## config.mk

```make
export PLATFORM = sky130hd
export DESIGN_NAME = varint_frame_header_parser
export DESIGN_NICKNAME = d
export VERILOG_FILES = /design/src/hdl/vfhp_pkg.sv /design/src/hdl/vfhp_regs.sv /design/src/hdl/vfhp_core.sv /design/src/hdl/vfhp_out_reg.sv /design/src/hdl/varint_frame_header_parser.sv
export SDC_FILE = /design/constraint.sdc
export NUM_CORES = 1
export LEC_CHECK = 0
export ABC_AREA = 1
export BUFFER_PORTS_ARGS = -buffer_cell sky130_fd_sc_hd__buf_2
export CAP_MARGIN = 10
export CORE_AREA = 4 4 154 230
export DETAILED_ROUTE_END_ITERATION = 7
export DIE_AREA = 0 0 158 234
export GPL_ROUTABILITY_DRIVEN = 1
export SKIP_LAST_GASP = 1
export SYNTH_ARGS = -nofsm -noshare
export SYNTH_HDL_FRONTEND = slang
export SYNTH_SLANG_ARGS = --single-unit
```

## constraint.sdc

```tcl
create_clock -name clk -period 10.5 [get_ports clk]
set_input_delay 1.575 -clock clk [delete_from_list [all_inputs] [get_ports clk]]
set_output_delay 1.575 -clock clk [all_outputs]
set_load 0.02 [all_outputs]
```

## src/hdl/vfhp_pkg.sv

```systemverilog
// Shared types and constants of the varint frame header parser.
package vfhp_pkg;

  localparam int unsigned DATA_W = 32;
  localparam int unsigned ADDR_W = 3;
  localparam int unsigned COUNT_W = 3;

  localparam logic [DATA_W-1:0] MASK_RESET = 32'h0000_0040;
  localparam logic REG_MASK = 1'b0;

  localparam logic [1:0] STATUS_OK = 2'd0;
  localparam logic [1:0] STATUS_TOO_LONG = 2'd1;
  localparam logic [1:0] STATUS_TRUNCATED = 2'd2;

  localparam logic [1:0] PHASE_TYPE = 2'd0;
  localparam logic [1:0] PHASE_TICK = 2'd1;
  localparam logic [1:0] PHASE_SIZE = 2'd2;
  localparam logic [1:0] PHASE_SKIP = 2'd3;

  localparam logic [COUNT_W-1:0] LAST_BYTE = 3'd4;

  typedef struct packed {
    logic [DATA_W-1:0] message_type;
    logic is_compressed;
    logic [DATA_W-1:0] tick_value;
    logic [DATA_W-1:0] payload_length;
    logic [1:0] status;
  } record_t;

endpackage

```

## src/hdl/vfhp_regs.sv

```systemverilog
// Configuration register file with the compressed flag mask.
module vfhp_regs (
  input  logic                         clk,
  input  logic                         rst,
  input  logic                         psel,
  input  logic                         penable,
  input  logic                         pwrite,
  input  logic [vfhp_pkg::ADDR_W-1:0]  paddr,
  input  logic [vfhp_pkg::DATA_W-1:0]  pwdata,
  output logic [vfhp_pkg::DATA_W-1:0]  prdata,
  output logic                         pready,
  output logic [vfhp_pkg::DATA_W-1:0]  flag_mask
);
  import vfhp_pkg::*;

  logic reg_write;

  assign pready = 1'b1;
  assign reg_write = psel && penable && pwrite && (paddr[2] == REG_MASK);

  always_ff @(posedge clk) begin
    if (rst) begin
      flag_mask <= MASK_RESET;
    end else if (reg_write) begin
      flag_mask <= pwdata;
    end
  end

  assign prdata = (paddr[2] == REG_MASK) ? flag_mask : '0;

endmodule

```

## src/hdl/vfhp_core.sv

```systemverilog
// Varint decode state and next-record logic for one stream byte.
module vfhp_core (
  input  logic                         clk,
  input  logic                         rst,
  input  logic                         advance,
  input  logic [7:0]                   cur_byte,
  input  logic                         cur_eod,
  input  logic [vfhp_pkg::DATA_W-1:0]  flag_mask,
  output logic                         res_valid,
  output vfhp_pkg::record_t            res
);
  import vfhp_pkg::*;

  logic [1:0]         field_phase;
  logic [DATA_W-1:0]  varint_accumulator;
  logic [COUNT_W-1:0] varint_byte_count;
  logic [DATA_W-1:0]  held_type;
  logic [DATA_W-1:0]  held_tick;
  logic [DATA_W-1:0]  payload_remaining;

  logic [1:0]         field_phase_next;
  logic [DATA_W-1:0]  varint_accumulator_next;
  logic [COUNT_W-1:0] varint_byte_count_next;
  logic [DATA_W-1:0]  held_type_next;
  logic [DATA_W-1:0]  held_tick_next;
  logic [DATA_W-1:0]  payload_remaining_next;

  logic [COUNT_W-1:0] n;
  logic [DATA_W-1:0]  shifted;
  logic [DATA_W-1:0]  acc_or;
  logic               done;
  logic [DATA_W-1:0]  rec_type;
  logic [DATA_W-1:0]  rec_tick;
  logic [DATA_W-1:0]  rec_len;
  logic [1:0]         rec_status;

  always_comb begin
    n = (varint_byte_count > LAST_BYTE) ? LAST_BYTE : varint_byte_count;
    case (n)
      3'd0: shifted = {25'd0, cur_byte[6:0]};
      3'd1: shifted = {18'd0, cur_byte[6:0], 7'd0};
      3'd2: shifted = {11'd0, cur_byte[6:0], 14'd0};
      3'd3: shifted = {4'd0, cur_byte[6:0], 21'd0};
      default: shifted = {cur_byte[3:0], 28'd0};
    endcase
    acc_or = varint_accumulator | shifted;
  end

  always_comb begin
    field_phase_next = field_phase;
    varint_accumulator_next = varint_accumulator;
    varint_byte_count_next = varint_byte_count;
    held_type_next = held_type;
    held_tick_next = held_tick;
    payload_remaining_next = payload_remaining;
    res_valid = 1'b0;
    done = 1'b0;
    rec_type = '0;
    rec_tick = '0;
    rec_len = '0;
    rec_status = STATUS_OK;

    if (field_phase == PHASE_SKIP) begin
      if (payload_remaining > 32'd1) begin
        payload_remaining_next = payload_remaining - 32'd1;
      end else begin
        field_phase_next = PHASE_TYPE;
        payload_remaining_next = '0;
        held_type_next = '0;
        held_tick_next = '0;
        varint_accumulator_next = '0;
        varint_byte_count_next = '0;
      end
    end else if (cur_byte[7]) begin
      if (n == LAST_BYTE) begin
        res_valid = 1'b1;
        done = 1'b1;
        rec_status = STATUS_TOO_LONG;
        field_phase_next = PHASE_TYPE;
        varint_accumulator_next = '0;
        varint_byte_count_next = '0;
        held_type_next = '0;
        held_tick_next = '0;
        payload_remaining_next = '0;
      end else begin
        varint_accumulator_next = acc_or;
        varint_byte_count_next = n + 3'd1;
      end
    end else begin
      varint_accumulator_next = '0;
      varint_byte_count_next = '0;
      case (field_phase)
        PHASE_TYPE: begin
          held_type_next = acc_or;
          field_phase_next = PHASE_TICK;
        end
        PHASE_TICK: begin
          held_tick_next = acc_or;
          field_phase_next = PHASE_SIZE;
        end
        default: begin
          res_valid = 1'b1;
          done = 1'b1;
          rec_type = held_type;
          rec_tick = held_tick;
          rec_len = acc_or;
          rec_status = (acc_or != '0 && cur_eod) ? STATUS_TRUNCATED : STATUS_OK;
          held_type_next = '0;
          held_tick_next = '0;
          if (acc_or == '0 || cur_eod) begin
            field_phase_next = PHASE_TYPE;
            payload_remaining_next = '0;
          end else begin
            field_phase_next = PHASE_SKIP;
            payload_remaining_next = acc_or;
          end
        end
      endcase
    end

    if (!done && cur_eod &&
        (field_phase_next != PHASE_TYPE || varint_byte_count_next != '0)) begin
      res_valid = 1'b1;
      rec_type = (field_phase_next == PHASE_SKIP) ? '0 : held_type_next;
      rec_tick = (field_phase_next == PHASE_SKIP) ? '0 : held_tick_next;
      rec_len = payload_remaining_next;
      rec_status = STATUS_TRUNCATED;
      field_phase_next = PHASE_TYPE;
      varint_accumulator_next = '0;
      varint_byte_count_next = '0;
      held_type_next = '0;
      held_tick_next = '0;
      payload_remaining_next = '0;
    end
  end

  always_comb begin
    res.message_type = rec_type & ~flag_mask;
    res.is_compressed = |(rec_type & flag_mask);
    res.tick_value = rec_tick;
    res.payload_length = rec_len;
    res.status = rec_status;
  end

  always_ff @(posedge clk) begin
    if (rst) begin
      field_phase <= PHASE_TYPE;
      varint_accumulator <= '0;
      varint_byte_count <= '0;
      held_type <= '0;
      held_tick <= '0;
      payload_remaining <= '0;
    end else if (advance) begin
      field_phase <= field_phase_next;
      varint_accumulator <= varint_accumulator_next;
      varint_byte_count <= varint_byte_count_next;
      held_type <= held_type_next;
      held_tick <= held_tick_next;
      payload_remaining <= payload_remaining_next;
    end
  end

endmodule

```

## src/hdl/vfhp_out_reg.sv

```systemverilog
// Result register that holds one record until the consumer takes it.
module vfhp_out_reg (
  input  logic               clk,
  input  logic               rst,
  input  logic               load,
  input  vfhp_pkg::record_t  rec_in,
  input  logic               out_ready,
  output logic               out_valid,
  output logic               slot_free,
  output vfhp_pkg::record_t  rec_out
);
  import vfhp_pkg::*;

  assign slot_free = !out_valid || out_ready;

  always_ff @(posedge clk) begin
    if (rst) begin
      out_valid <= 1'b0;
    end else if (load) begin
      out_valid <= 1'b1;
    end else if (out_ready) begin
      out_valid <= 1'b0;
    end
  end

  always_ff @(posedge clk) begin
    if (load) begin
      rec_out <= rec_in;
    end
  end

endmodule

```

## src/hdl/varint_frame_header_parser.sv

```systemverilog
// Top level of the varint frame header parser.
// A byte request is registered on acceptance and decoded from that holding register.
// A record is loaded into the output register when the core advances on its last byte.
// One byte per cycle is sustained while no record waits for a full output register.
// A byte stalls only while its record waits for a full output register.
// Synchronous reset clears the frame state, both valid flags, and sets the mask to 64.
module varint_frame_header_parser (
  input  logic                         clk,
  input  logic                         rst,
  input  logic                         in_valid,
  output logic                         in_ready,
  input  logic [7:0]                   stream_byte,
  input  logic                         end_of_data,
  output logic                         out_valid,
  input  logic                         out_ready,
  output logic [vfhp_pkg::DATA_W-1:0]  message_type,
  output logic                         is_compressed,
  output logic [vfhp_pkg::DATA_W-1:0]  tick_value,
  output logic [vfhp_pkg::DATA_W-1:0]  payload_length,
  output logic [1:0]                   status,
  input  logic                         psel,
  input  logic                         penable,
  input  logic                         pwrite,
  input  logic [vfhp_pkg::ADDR_W-1:0]  paddr,
  input  logic [vfhp_pkg::DATA_W-1:0]  pwdata,
  output logic [vfhp_pkg::DATA_W-1:0]  prdata,
  output logic                         pready
);
  import vfhp_pkg::*;

  logic              held_valid;
  logic [7:0]        held_byte;
  logic              held_eod;
  logic [DATA_W-1:0] flag_mask;
  logic              res_valid;
  record_t           res;
  record_t           rec_out;
  logic              slot_free;
  logic              advance;

  assign advance = held_valid && (!res_valid || slot_free);
  assign in_ready = !held_valid || advance;

  always_ff @(posedge clk) begin
    if (rst) begin
      held_valid <= 1'b0;
    end else if (in_ready) begin
      held_valid <= in_valid;
    end
  end

  always_ff @(posedge clk) begin
    if (in_valid && in_ready) begin
      held_byte <= stream_byte;
      held_eod <= end_of_data;
    end
  end

  vfhp_regs u_regs (
    .clk       (clk),
    .rst       (rst),
    .psel      (psel),
    .penable   (penable),
    .pwrite    (pwrite),
    .paddr     (paddr),
    .pwdata    (pwdata),
    .prdata    (prdata),
    .pready    (pready),
    .flag_mask (flag_mask)
  );

  vfhp_core u_core (
    .clk       (clk),
    .rst       (rst),
    .advance   (advance),
    .cur_byte  (held_byte),
    .cur_eod   (held_eod),
    .flag_mask (flag_mask),
    .res_valid (res_valid),
    .res       (res)
  );

  vfhp_out_reg u_out (
    .clk       (clk),
    .rst       (rst),
    .load      (advance && res_valid),
    .rec_in    (res),
    .out_ready (out_ready),
    .out_valid (out_valid),
    .slot_free (slot_free),
    .rec_out   (rec_out)
  );

  assign message_type = rec_out.message_type;
  assign is_compressed = rec_out.is_compressed;
  assign tick_value = rec_out.tick_value;
  assign payload_length = rec_out.payload_length;
  assign status = rec_out.status;

endmodule

```

==> summary.txt <==
CTS Root Cell = clkbuf_16
Post-synth EDFFs = 108
routability cong. = 0.8965
synthesis-stage register bit count = 275
sequential share of power = 0.427
total track usage = 0.2520
busiest grt layer = met2
Hold Vio Cnt, Final = 0
Synth Instances = 1,972
number of diodes = 0
Slew headroom = 0.2126
met2 Track Usage GR = 0.4100
FF-to-FF Start = u_core.field_phase[1]
Worst Path Arrival = 7190 ps
CP most frequent cell = buf_4
wire per inst = 19.40 µm
core box area = 0.03334 mm²
Netlist Area Pre-Place = 0.01491 mm²
final slew viol count = 0
CTS max path bufs = 3
Die Ht = 234 µm
Synth Flop Type = dfxtp_1
hpwl dp = 31,420 µm
synth warn = 0
crit path max fanout = 62
max cap viols = 0
M3 GR Usage = 0.03176
CP endpoint kind = flop
port bufs = 181
Sum Neg Setup Slack = 0 ps
vias in the first global route = 13,080
first-pass GRT wire length = 74,520 µm
nets = 2,104
number of fillers in the final layout = 3,295
Area Growth Syn to Fin = 13.52%
status = completed
ANT nets after route = 0
Post-CTS Resized = 0
Combinational Power Share = 0.179
Seq/Total Area, Yosys = 0.4418
Syn Area/Cell = 7.560 µm²
Mapped Nets = 2,026
P per Cell Area = 167.3 mW/mm²
CP peak stage delay = 920 ps
slowest stage cell, crit path = dfxtp_2
Tmin final = 6980 ps
met1 global-route usage = 0.3335
layout cells sized above 1 = 0.1327
Hold Buf Count CTS = 0
clk_lat worst skew = 580 ps
clk slew on worst S/H paths = 70 ps
period utilization = 0.6648
Seq. cell area = 0.006588 mm²
Post-Route Utilization = 0.5076
Starting Density = 0.4471
Setup CP Type = reg -> reg
DRT Wirelength = 48,340 µm
RSZ-0062 raised after global routing = no
fmax = 143.3 MHz
IO Pins = 185
skew final = 26.42 ps
Pleak = 0.006602 µW
Req. time, crit path = 10,710 ps
post-synth cell types = 43
largest net degree at the start of global routing = 108
global route overflow = 0
crit path from = u_core.field_phase[1]
TritonCTS clock tree = done
die width = 158 µm
Worst Setup Start Kind = flop
Net Sw Frac = 0.3022
Final Setup Violations = 0
Tightest Pin Transition = 1180 ps
most common cell after layout, fill and taps aside = nand2_1
# Post-CTS Setup Buffers = 0
Psw = 855.8 µW
hold wc startpoint = u_core.varint_accumulator[31]
H-tree depth = 1
Via density = 5.780
critical-path cell list = clkinv_1 > nor2_2 > inv_1 > a21oi_1 > nor2_4 > o21ai_4 > buf_4 > nand2_2 > a21boi_4 > nand2_1 > inv_4 > buf_4
CTS Buf Count = 29
Cell Rows = 82
Die ar. = 0.03697 mm²
clock share of power = 0.394
Multi-input gate area = 0.006802 mm²
VDD IR max = 0.0001227 V
Cell Int Power = 1976 µW
drc violations = 0
Hold WC Path Type = reg -> reg
Clock Sinks = 275
via count = 14,403
Async S/R FF share, synth = 0
DR iter-0 viols = 1,398
drt pass-1 iters = 6
highest-count cells in the layout ignoring fill and taps = nand2_1 (271), inv_1 (240), nor2_1 (215), buf_2 (181), o21ai_0 (172)
initial antenna violation count = 0
sequential cells by signal (all words and copies together), names as in the netlist:
signal	flops
u_out.rec_out	99
u_core.held_tick	32
u_core.held_type	32
u_core.varint_accumulator	32
u_core.field_phase	2
u_regs.flag_mask	32
held_byte	8
u_core.varint_byte_count	3
held_eod	1
u_out.out_valid	1
u_core.payload_remaining	32
held_valid	1
synthesized netlist by cell type, drive strengths merged, types with 2 or more instances:
library cell	instances	share of area
o221ai	16	0.0094
o22ai	21	0.0088
a21oi	165	0.055
dfxtp	167	0.22
a221o	11	0.0074
xor2	16	0.0094
nor3	11	0.0037
nor2	222	0.056
a32oi	2	0.0012
o32ai	32	0.019
nand3	147	0.050
clkbuf	116	0.029
o21a	7	0.0035
nand4	15	0.0063
ha	3	0.0025
a22oi	3	0.0015
o211ai	27	0.014
buf	38	0.013
o2111ai	11	0.0065
o21ai	181	0.062
clkinv	3	0.00076
a32o	19	0.013
nand2	277	0.070
inv	245	0.062
o311ai	2	0.0012
a211oi	87	0.044
o31ai	13	0.0065
edfxtp	108	0.22
routing by layer:
metal  share of wire  wire, µm  vias to the layer above
li1                -         -                     6999
met1            0.41     19910                     6776
met2            0.47     22810                      518
met3           0.064      3075                      110
met4           0.053      2554                        0
met5               0         0                        -
path summary, 6_finish.rpt:
check	endpoint	slack, ps	depth (start not counted)
setup reg to reg	u_out.rec_out[10]	3520	12
hold reg to reg	u_core.varint_accumulator[31]	450	2
setup / recovery	u_out.rec_out[10]	3520	12
hold / removal	u_core.varint_accumulator[31]	450	2
power by group through the flow:
stage | logic (µW) | registers, µW | clock network, µW
CTS | 504 | 1210 | 1140
finish | 506 | 1210 | 1120
floorplan | 337 | 1250 | 0
global placement | 494 | 1230 | 0
global route | 561 | 1220 | 1180
detailed placement | 501 | 1230 | 0
worst max-delay path, delay by kind of cell, from the launching register on:
family | cells | cell delay, ps
simple gates | 4 | 930
buf+inv | 5 | 3240
flops | 1 | 920
compound gates | 3 | 1390
cell type report:
cell class                      count  share of cell area
Clock buffer                       32             0.04413
Timing Repair Buffer              201             0.06239
Tap cell                          420             0.03105
Sequential cell                   275              0.3892
Clock inverter                     21             0.01619
Multi-Input combinational cell   1295              0.4019
Inverter                          248             0.05515
logic make-up after synthesis:
kind of cell,synth area share
adder cells (fa/ha/maj),0.002518
other,0.0002515
flip-flops,0.4418
buffers and inverters,0.1043
AND/OR/NAND/NOR,0.1877
XOR/XNOR,0.009399
AO/OA/AOI/OAI,0.2540
per-stage QoR:
stage	area (µm²)	hold WS (ps)	setup slack (ps)	cells	power [µW]
after global routing	16930	463.9	2941	2492	2960
after global placement	15900	427.0	3637	2439	1726
after floorplan	14910	416.0	5536	1972	1585
after CTS	16930	447.8	3589	2492	2850
after detailed placement	15900	438.7	3624	2439	1733
final	16930	449.6	3520	2492	2832
No activity file was read; power rests on OpenSTA's default activity.
